### src/mersenne_twister_64_generator_assert.svh
// Assertion macros shared by the generator's checking code.
`ifndef MERSENNE_TWISTER_64_GENERATOR_ASSERT_SVH
`define MERSENNE_TWISTER_64_GENERATOR_ASSERT_SVH

// The consequent must hold in the same cycle as the antecedent.
`define MTG_ASSERT_SAME(label, clk, rst, ante, cons, msg) \
   label: assert property (@(posedge clk) disable iff (rst) (ante) |-> (cons)) \
      else $error(msg);

// The consequent must hold in the cycle after the antecedent.
`define MTG_ASSERT_NEXT(label, clk, rst, ante, cons, msg) \
   label: assert property (@(posedge clk) disable iff (rst) (ante) |=> (cons)) \
      else $error(msg);

// The expression must hold at every clock edge outside reset.
`define MTG_ASSERT_ALWAYS(label, clk, rst, expr, msg) \
   label: assert property (@(posedge clk) disable iff (rst) (expr)) \
      else $error(msg);

`endif

### src/mtg_pkg.sv
// Package with constants, command types and the tempering function of the generator.
package mtg_pkg;

   localparam int STATE_WORDS  = 312;
   localparam int TWIST_OFFSET = 156;
   localparam int INDEX_W      = $clog2(STATE_WORDS + 2);

   localparam logic [INDEX_W-1:0] INDEX_FULL     = INDEX_W'(STATE_WORDS);
   localparam logic [INDEX_W-1:0] INDEX_UNSEEDED = INDEX_W'(STATE_WORDS + 1);
   localparam logic [INDEX_W-1:0] LAST_WORD      = INDEX_W'(STATE_WORDS - 1);
   localparam logic [INDEX_W-1:0] HALF_OFFSET    = INDEX_W'(TWIST_OFFSET);

   localparam logic [63:0] SEED_MULT    = 64'd6364136223846793005;
   localparam logic [63:0] TWIST_MATRIX = 64'hB5026F5AA96619E9;
   localparam logic [63:0] SEED_DEFAULT = 64'd5489;
   localparam logic [63:0] TEMPER_B     = 64'h5555555555555555;
   localparam logic [63:0] TEMPER_C     = 64'h71D67FFFEDA60000;
   localparam logic [63:0] TEMPER_D     = 64'hFFF7EEE000000000;

   // Multiplier operand selection for the seeding product.
   localparam logic [1:0] MUL_LL = 2'd0;
   localparam logic [1:0] MUL_HL = 2'd1;
   localparam logic [1:0] MUL_LH = 2'd2;
   localparam logic [1:0] MUL_NA = 2'd3;

   // Accumulator operations.
   localparam logic [1:0] ACC_HOLD  = 2'd0;
   localparam logic [1:0] ACC_INIT  = 2'd1;
   localparam logic [1:0] ACC_FULL  = 2'd2;
   localparam logic [1:0] ACC_SHIFT = 2'd3;

   // State memory read address selection.
   localparam logic [1:0] RD_CUR  = 2'd0;
   localparam logic [1:0] RD_NEXT = 2'd1;
   localparam logic [1:0] RD_FAR  = 2'd2;
   localparam logic [1:0] RD_NA   = 2'd3;

   typedef struct packed {
      logic       seed_start;
      logic [1:0] mul_sel;
      logic [1:0] acc_op;
      logic       seed_write;
      logic       seed_done;
      logic       draw_start;
      logic [1:0] rd_sel;
      logic       hi_capture;
      logic       lo_capture;
      logic       twist_write;
      logic       out_load;
   } mtg_cmd_type;

   typedef struct packed {
      logic unseeded;
      logic seed_last;
   } mtg_status_type;

   function automatic logic [63:0] temper(input logic [63:0] x);
      logic [63:0] t;
      t = x ^ ((x >> 29) & TEMPER_B);
      t = t ^ ((t << 17) & TEMPER_C);
      t = t ^ ((t << 37) & TEMPER_D);
      t = t ^ (t >> 43);
      return t;
   endfunction

endpackage

### src/mtg_controller.sv
// Controller: sequences seeding, the lazy twist of one word and the result handshake.
module mtg_controller
   import mtg_pkg::*;
(
   input  logic           clock,
   input  logic           reset,
   input  logic           req_valid,
   output logic           req_stall,
   input  logic           req_restart,
   output logic           rsp_valid,
   input  logic           rsp_stall,
   input  mtg_status_type status,
   output mtg_cmd_type    cmd
);

   localparam logic [3:0] ST_IDLE  = 4'd0;
   localparam logic [3:0] ST_M0    = 4'd1;
   localparam logic [3:0] ST_M1    = 4'd2;
   localparam logic [3:0] ST_M2    = 4'd3;
   localparam logic [3:0] ST_M3    = 4'd4;
   localparam logic [3:0] ST_M4    = 4'd5;
   localparam logic [3:0] ST_DRAW  = 4'd6;
   localparam logic [3:0] ST_R0    = 4'd7;
   localparam logic [3:0] ST_R1    = 4'd8;
   localparam logic [3:0] ST_R2    = 4'd9;
   localparam logic [3:0] ST_R3    = 4'd10;
   localparam logic [3:0] ST_OUT   = 4'd11;

   logic [3:0] state_ff, state_in;
   logic       rsp_valid_ff, rsp_valid_in;
   logic       accept, out_free;

   assign req_stall = state_ff != ST_IDLE;
   assign accept    = req_valid && !req_stall;
   assign out_free  = !rsp_valid_ff || !rsp_stall;

   always_comb begin
      cmd          = '0;
      cmd.mul_sel  = MUL_NA;
      cmd.acc_op   = ACC_HOLD;
      cmd.rd_sel   = RD_NA;
      state_in     = state_ff;
      rsp_valid_in = rsp_valid_ff && rsp_stall;
      case (state_ff)
         ST_IDLE: begin
            if (accept) begin
               if (req_restart || status.unseeded) begin
                  cmd.seed_start = 1'b1;
                  state_in       = ST_M0;
               end else begin
                  cmd.draw_start = 1'b1;
                  state_in       = ST_R0;
               end
            end
         end
         ST_M0: begin
            cmd.mul_sel = MUL_LL;
            cmd.acc_op  = ACC_INIT;
            state_in    = ST_M1;
         end
         ST_M1: begin
            cmd.mul_sel = MUL_HL;
            cmd.acc_op  = ACC_FULL;
            state_in    = ST_M2;
         end
         ST_M2: begin
            cmd.mul_sel = MUL_LH;
            cmd.acc_op  = ACC_SHIFT;
            state_in    = ST_M3;
         end
         ST_M3: begin
            cmd.acc_op = ACC_SHIFT;
            state_in   = ST_M4;
         end
         ST_M4: begin
            cmd.seed_write = 1'b1;
            if (status.seed_last) begin
               cmd.seed_done = 1'b1;
               state_in      = ST_DRAW;
            end else begin
               state_in = ST_M0;
            end
         end
         ST_DRAW: begin
            cmd.draw_start = 1'b1;
            state_in       = ST_R0;
         end
         ST_R0: begin
            cmd.rd_sel = RD_CUR;
            state_in   = ST_R1;
         end
         ST_R1: begin
            cmd.hi_capture = 1'b1;
            cmd.rd_sel     = RD_NEXT;
            state_in       = ST_R2;
         end
         ST_R2: begin
            cmd.lo_capture = 1'b1;
            cmd.rd_sel     = RD_FAR;
            state_in       = ST_R3;
         end
         ST_R3: begin
            cmd.twist_write = 1'b1;
            state_in        = ST_OUT;
         end
         ST_OUT: begin
            // Hold the tempered word back until the output register is free.
            if (out_free) begin
               cmd.out_load = 1'b1;
               rsp_valid_in = 1'b1;
               state_in     = ST_IDLE;
            end
         end
         default: begin
            state_in = ST_IDLE;
         end
      endcase
   end

   always_ff @(posedge clock) begin
      if (reset) begin
         state_ff     <= ST_IDLE;
         rsp_valid_ff <= 1'b0;
      end else begin
         state_ff     <= state_in;
         rsp_valid_ff <= rsp_valid_in;
      end
   end

   assign rsp_valid = rsp_valid_ff;

endmodule

### config.mk
export PLATFORM = sky130hd
export DESIGN_NAME = mtg_controller
export DESIGN_NICKNAME = d
export VERILOG_FILES = /design/src/mersenne_twister_64_generator_assert.svh /design/src/mtg_pkg.sv /design/src/mtg_controller.sv
export SDC_FILE = /design/constraint.sdc
export NUM_CORES = 1
export LEC_CHECK = 0
export ABC_CLOCK_PERIOD_IN_PS = 1800
export BUFFER_PORTS_ARGS = -buffer_cell sky130_fd_sc_hd__buf_2
export CORE_AREA = 3 3 40 42
export DETAILED_ROUTE_END_ITERATION = 8
export DIE_AREA = 0 0 43 45
export PLACE_DENSITY = 0.65
export SLEW_MARGIN = 20
export SYNTH_ARGS = -nofsm -noshare
export SYNTH_HDL_FRONTEND = slang
export SYNTH_SLANG_ARGS = --single-unit
### constraint.sdc
create_clock -name clock -period 1.8 [get_ports clock]
set_clock_uncertainty 0.1 [all_clocks]
set_input_delay 0 -clock clock [delete_from_list [all_inputs] [get_ports clock]]
set_output_delay 0 -clock clock [all_outputs]
set_load 0.005 [all_outputs]
## Word level (Yosys, flattened, before mapping)

Index checks and enable logic that the tools add are counted.

| storage, ports and cells | value |
|---|---|
| register bits after elaboration | 5 |
| bits of input ports | 7 |
| output and inout bits | 16 |
| logic and storage cells | 49 |

| operators by class | value |
|---|---|
| equality and inequality tests | 13 |
| mux-type cells | 23 |
| reduce and logical (&&, ||, !) cells | 11 |

Operator list:

| cell | number |
|---|---|
| 4-bit case mux with 12 select lines | 1 |
| 2-bit case mux with 3 select lines | 3 |
| 4-bit by 3-bit equality test with 1-bit output, second input constant | 4 |
| 4-bit equality test, second input constant | 4 |
| 1-bit 2-to-1 mux | 13 |
| 4-bit by 2-bit equality test with 1-bit output, second input constant | 2 |
| 4-bit 2-to-1 mux | 2 |
| 3-bit 2-to-1 mux | 2 |
| 4-bit by 1-bit equality test with 1-bit output, second input constant | 1 |
| 4-bit logical NOT | 1 |
| 2-bit inequality test, second input constant | 2 |
| 4-bit nonzero test | 1 |
| 1-bit logical NOT | 3 |
| 1-bit logical AND | 2 |
| 1-bit logical OR | 2 |
| 2-bit 2-to-1 mux | 1 |
| 1-bit case mux with 2 select lines | 1 |
| 2-bit AND reduction | 1 |
| 2-bit OR reduction | 1 |

## Logic depth before layout (Yosys ltp)

Gate-level depths: netlist of the first run.

| logic depth | value |
|---|---|
| depth in word-level cells | 5 |
| mapped depth | 6 |
| mapped depth without buffers | 4 |

## Worst setup path after synthesis of the first run

Ideal clock, no wire load.

| timing path | value |
|---|---|
| kind | register -> register |
| start | register state_ff[0] |
| end | register state_ff[1] |
| setup time | 0.125 ns |
| data arrival time | 1.438 ns |
| required time | 1.575 ns |
| path slack | 0.137 ns |
| stages on the path, launching flop included | 7 |
| cell sequence | dfxtp_1 > buf_6 > or4_1 > buf_2 > o221a_1 > o31ai_1 > o21ai_1 |

| between the ends | value |
|---|---|
| cells in the longest elaborated chain, start to end | 5 |
| elaborated cells on any way between the ends | 19 |
| classes of those cells | eq/ne (13); mux (1); reduce/logical (5) |

RTL lines:

| item | line | text |
|---|---|---|
| from (decl) | mtg_controller.sv:29 | `logic [3:0] state_ff, state_in;` |
| from (signal assigned) | mtg_controller.sv:125 | `state_ff <= state_in;` |
| 4-bit nonzero test | mtg_controller.sv:33 | `assign req_stall = state_ff != ST_IDLE;` |
| named net req_stall | mtg_controller.sv:8 | `output logic req_stall,` |
| 1-bit logical NOT | mtg_controller.sv:34 | `assign accept = req_valid && !req_stall;` |
| 1-bit logical AND | mtg_controller.sv:34 |  |
| 2-bit inequality test (no line) | -- |  |
| 2-bit AND reduction (no line) | -- |  |

The timed path passes the listed nets, and every way through them passes these cells.
A chain may end at the register's enable or synchronous reset.

==> reports/metrics.yaml, run 1 <==
grt_pass1_vias: 484
hold_path.class: "input pin to register"
syn-num-nets: 76
r2r-end: "state_ff[3]$_SDFFE_PP0P_"
synth_top_flop_cell: "dfxtp_1"
hold_start: "status[0]"
power_frac_seq_pct: 29.3
arrival_ps: 1580
fp-row-count: 13
crit_path_max_fanout: 8
yosysTopAreaCell: "dfxtp_1"
drt_iter0_markers: 20
r2r_cells: 3
grt_pass1_wl_um: 1980
ys_ff_latch: 5
post-place-ws_ps: 228.7
remaining_drc_errors: 0
setup_tns_ps: 0
initial_utilization_pct: 35.44
cts.sinks: 5
synth_compound_area_share_pct: 26.37
drtAntennaViolNets: 0
avgViaCountPerCell: 5.170
synthTopCellsByArea: "dfxtp_1, a21oi_1, nand2b_1, nand2_1, nor2_1"
rsz0062_at_grt: "no"
synth-simple-area-share_pct: 43.13
fin_crit_sh_pct: 93.07
clockRootBuffer: "clkbuf_4"
power_frac_comb_pct: 44.7
worst-path-stages: 4
outcome: "complete, no violations"
crit_slowest_cell: "or4_4"
track_usage_pct: 12.81
clkTransAtPathRegs_ps: 40
cts_setup_buffers: 0
cp-end-kind: "output pin"
h-tree-depth: 1
ys_async_sr_fraction_pct: 0
routed_wirelength_um: 1226
finalPower_w: 0.0004820
fin_crit_ps: 1675
seq_area_frac_synth_pct: 21.98
cts_tree: "yes"
hold_viol_final: 0
nNetsFinal: 105
synth_fa_ha_area_share_pct: 0
setup.worst_path.class: "register to output pin"
die-width_um: 43
power_density_mw_per_mm2: 739.4
netSwitchingFraction_pct: 34.20
maxSlewHeadroom_pct: 79.42
required_ps: 1700
rrSetupSlack_ps: 250
crit_path_start: "state_ff[0]$_SDFFE_PP0P_"
hpwl_um: 986.4
maxCapViolations: 0
dr_total_vias: 579
fp.dieH_um: 45
worst_slack_ps: 124.8
synth_cells: 69
synth_edf_count: 0
antenna-diode-count: 0
cts_buffers: 3
synth_xor_area_share_pct: 0
ys_warn_count: 0
pwr-share-clk_pct: 25.9
fmax_ghz: 0.5970
vdd_drop_max_uv: 332.0
area_growth_pct: 43.13
core-area_mm2: 0.001285
grt_max_degree: 13
critPathLaunchType: "register"
power_leakage_nw: 0.2884
p_switching_w: 0.0001649
setup_violations: 0
syn_area_per_cell_um2: 6.601
crit_chain: "or4_4 > buf_4 > nor3b_1 > buf_2"
worstReg2RegStart: "state_ff[2]$_SDFFE_PP0P_"
ios: 23
clockBufferDepth: 2
tightest_slew_ps: 308.3
dieArea_mm2: 0.001935
p_int_w: 0.0003171
wire_per_inst_um: 10.95
endpoint: "cmd[13]"
antenna_found_initial: 0
critPathBufInv: 2
synth_top_family_by_area: "simple AND/OR/NAND/NOR gates"
ys_types: 28
yosys-top-cells-count: "a21oi_1, nand2_1, nand2b_1, nor2_1, dfxtp_1"
slew_violations: 0
critPathTopFamily: "simple AND/OR/NAND/NOR gates"
io_buffers: 22
yosysTopAreaCellShare_pct: 21.98
syn_area_um2: 455.4
drt_first_pass_iters: 4
overflow: 0
critPathMaxStageDelay_ps: 540
drive_gt1_share_pct: 35.05
clock_latency_ps: 240
synthMuxAreaShare_pct: 0
gp_congestion: 0.8782
routing by layer:
layer,track usage (%),wire (um),up-vias
li1,-,-,299
met1,18.03,585,262
met2,20.66,578,18
met3,2.390,62,0
met4,2.410,0,0
met5,0,0,-
registers in the layout, indices dropped and copies added, names as in the netlist:
name	flops
rsp_valid	1
state_ff	4
per-stage QoR:
stage / util (%) / area (um^2) / hold WS (ps) / std cells
2_1_floorplan: - / 455.4 / -48.65 / 69
3_3_place_gp: 45.96 / 590.6 / 146.1 / 105
3_5_place_dp: 45.96 / 590.6 / 146.1 / 105
4_1_cts: 50.34 / 646.9 / 44.17 / 112
5_1_grt: 50.73 / 651.9 / 60.19 / 112
6_report: 50.73 / 651.9 / 45.30 / 112
worst min-delay path by stage:
stage                          endpoint  cells after the start
2_1_floorplan                    cmd[0]                      1
3_3_place_gp       rsp_valid$_SDFF_PP0_                      2
3_5_place_dp       rsp_valid$_SDFF_PP0_                      2
4_1_cts        state_ff[0]$_SDFFE_PP0P_                      4
5_1_grt        state_ff[0]$_SDFFE_PP0P_                      4
6_report       state_ff[0]$_SDFFE_PP0P_                      4
power by group through the flow:
stage | clock [W] | combinational (W) | sequential (W)
global placement | 0 | 0.000204 | 0.000141
floorplan | 0 | 0.000139 | 0.000133
finish | 0.000125 | 0.000216 | 0.000141
detailed placement | 0 | 0.000205 | 0.000141
CTS | 0.000129 | 0.000211 | 0.000139
global route | 0.000136 | 0.000242 | 0.000144
cells in the final DEF, fill, tap and decap left out, types with 3 or more instances in the layout:
master,n
buf_2,22
nand2_1,9
a21oi_1,9
nand2b_1,6
nor2_1,6
buf_4,5
dfxtp_1,4
nor3_1,3
nor2b_1,3
nand3_1,3
clkbuf_4,3
dlygate4sd3_1,3
worst min-delay path: stages:
cell and delay [ps]:
buf_2 100, o21ai_0 70, o211ai_1 100, a21oi_1 70
cell type report:
cell class | count | area (um^2)
tap | 15 | 18.77
fill | 139 | 633.1
inverter | 2 | 7.507
sequential | 5 | 101.3
timing repair buffer | 30 | 177.7
clock buffer | 4 | 26.28
multi-input combinational | 56 | 320.3
cell families after synthesis:
logic type | Yosys count
flops | 5
compound gates | 19
buf+inv | 8
simple gates | 37
what timing repair did:
item / CTS / global route
setup endpoints to repair: 0 / 1
hold buffers: 3 / 0
gates resized for setup: 0 / 2
hold endpoints to repair: 4 / 0
(Power assumes the default switching activity.)
==> run 2, diff against run 1 <==
--- a/config.mk
+++ b/config.mk
@@ -10,6 +10,7 @@
 export CORE_AREA = 3 3 40 42
 export DETAILED_ROUTE_END_ITERATION = 8
 export DIE_AREA = 0 0 43 45
+export GPL_TIMING_DRIVEN = 0
 export PLACE_DENSITY = 0.65
 export SLEW_MARGIN = 20
 export SYNTH_ARGS = -nofsm -noshare
==> reports/metrics.yaml, run 2 (synthesis results as in run 1) <==
io_buffers: 22  # unchanged
remaining_drc_errors: 0  # unchanged
grt_pass1_vias: 555  # +15%
drtAntennaViolNets: 0  # unchanged
maxCapViolations: 0  # unchanged
worst_slack_ps: 53.80  # -71.02 ps
post-place-ws_ps: 83.33  # -145.4 ps
nNetsFinal: 107  # +1.9%
fin_cells: 114  # +1.8%
outcome: "complete, no violations"
grt_pass1_wl_um: 2228  # +13%
dp_cells: 106  # +0.95%
worstReg2RegStart: "state_ff[0]$_SDFFE_PP0P_"
clockBufferDepth: 2  # unchanged
hold_viol_final: 0  # unchanged
power_frac_comb_pct: 48.2  # +3.5 points
cts_buffers: 3  # unchanged
core-area_mm2: 0.001285  # unchanged
initial_utilization_pct: 35.44  # unchanged
critPathMaxStageDelay_ps: 520  # -20 ps
grt_max_degree: 11  # -2
fp-row-count: 13  # unchanged
required_ps: 1700  # about the same
netSwitchingFraction_pct: 36.20  # +2.0 points
vdd_drop_max_uv: 359.1  # +8.2%
layout_commonest_cell: "buf_2"
overflow: 0  # unchanged
cp-end-kind: "output pin"
critPathLaunchType: "register"
ios: 23  # unchanged
die-width_um: 43  # unchanged
routed_wirelength_um: 1378  # +12%
h-tree-depth: 1  # unchanged
fp.dieH_um: 45  # unchanged
tightest_slew_ps: 397.7  # +89.40 ps
crit_path_start: "state_ff[0]$_SDFFE_PP0P_"
mostFrequentLayoutCells: "buf_2, nand2_1, a21oi_1"
crit_slowest_cell: "or4_4"
hold_ws_ps: 53.75  # +8.456 ps
drive_gt1_share_pct: 34.34  # -0.71 points
critPathBufInv: 3  # +1
p_int_w: 0.0003341  # +5.3%
path_common_cell: "buf_6"
maxSlewHeadroom_pct: 73.48  # -5.9 points
antenna_found_initial: 0  # unchanged
slew_violations: 0  # unchanged
crit_chain: "buf_6 > or4_4 > buf_6 > nor3b_4 > buf_2"
clock_latency_ps: 250  # about the same
hold_depth: 4  # unchanged
dr_total_vias: 615  # +6.2%
power_leakage_nw: 0.2944  # +2.1%
rsz0062_at_grt: "yes"
setup.worst_path.class: "register to output pin"
area_growth_pct: 47.53
avgViaCountPerCell: 5.395  # +4.4%
critPathTopFamily: "simple AND/OR/NAND/NOR gates"
power_frac_seq_pct: 25.9  # -3.4 points
hold_start: "status[0]"
drt_iter0_markers: 15  # -25%
arrival_ps: 1650  # +70 ps
cts_tree: "yes"
track_usage_pct: 14.88  # +2.1 points
pwr-share-clk_pct: 25.9  # about the same
clkTransAtPathRegs_ps: 50  # about the same
worst-path-stages: 5  # +1
fin_crit_ps: 1746  # +71.02 ps
cts.sinks: 5  # unchanged
dieArea_mm2: 0.001935  # unchanged
setup_violations: 0  # unchanged
antenna-diode-count: 0  # unchanged
power_density_mw_per_mm2: 779.3  # +5.4%
crit_path_max_fanout: 9  # +1
wire_per_inst_um: 12.09  # +10%
hold_path.class: "input pin to register"
gp_congestion: 0.7833  # -11%
fin_crit_sh_pct: 97.01  # +3.9 points
top_register: "state_ff"
largest_reg_flops: 4  # unchanged
setup_tns_ps: 0  # unchanged
fmax_ghz: 0.5727  # -4.1%
drt_first_pass_iters: 4  # unchanged
clockRootBuffer: "clkbuf_4"
p_switching_w: 0.0001895  # +15%
hpwl_um: 989.3  # +0.29%
r2r_cells: 6  # +3
-- run 2: cell types whose count changed in the layout (fill, tap and decap cells not counted) --
cell / change
nor3b_1: -1
buf_4: -4
clkbuf_1: +2
clkbuf_2: +2
buf_6: +2
dfxtp_2: -1
dfxtp_1: +1
nor3b_4: +1
-- run 2: final cells by class --
type / instances / area (um^2)
multi-input combinational: 56 / 331.6
clock buffer: 4 / 26.28
fill: 137 / 613.1
sequential: 5 / 100.1
timing repair buffer: 26 / 147.6
inverter: 2 / 7.507
buffer: 6 / 40.04
tap: 15 / 18.77
-- run 2: worst reg2reg max path: stages, from the launching register on --
cell     delay (ps)
dfxtp_1         300
buf_6           130
or4_4           530
buf_6           140
o221a_1         250
o31ai_1          70
o21ai_1          90
-- run 2: layer usage --
layer / track usage, % / part of all wire [%] / vias to the layer above
met5: 0 / 0 / -
met4: 3.012 / 0 / 0
met3: 4.781 / 8.7 / 0
met2: 26.95 / 50 / 33
met1: 17.27 / 41 / 279
li1: - / - / 303
-- run 2: power groups by stage --
| stage | clock network, W | logic [W] | registers, W |
|---|---|---|---|
| after CTS | 0.000141 | 0.000214 | 0.000134 |
| after detailed placement | 0 | 0.000207 | 0.000136 |
| final | 0.000136 | 0.000252 | 0.000135 |
| after global placement | 0 | 0.000204 | 0.000136 |
| after global routing | 0.000148 | 0.000277 | 0.000137 |
| after floorplan | 0 | 0.000139 | 0.000133 |
-- run 2: stage by stage --
step           cell area, um^2  total power (W)  util [%]
2_1_floorplan            455.4        0.0002716         -
3_3_place_gp             584.3        0.0003407     45.47
3_5_place_dp             584.3        0.0003427     45.47
4_1_cts                  640.6        0.0004883     49.85
5_1_grt                  671.9        0.0005616     52.29
6_report                 671.9        0.0005236     52.29
-- run 2: final timing paths --
check             slack [ps]                        to
hold reg to reg          420      rsp_valid$_SDFF_PP0_
setup / recovery          50                   cmd[13]
hold / removal            50  state_ff[0]$_SDFFE_PP0P_
setup reg to reg          60  state_ff[1]$_SDFFE_PP0P_
-- run 2: what timing repair did --
item                                   in CTS  in global routing
setup endpoints to repair                   0                  4
gates resized for setup                     0                  9
endpoints found under the hold margin       4                  0
setup buffers                               0                  1
hold buffers                                3                  0
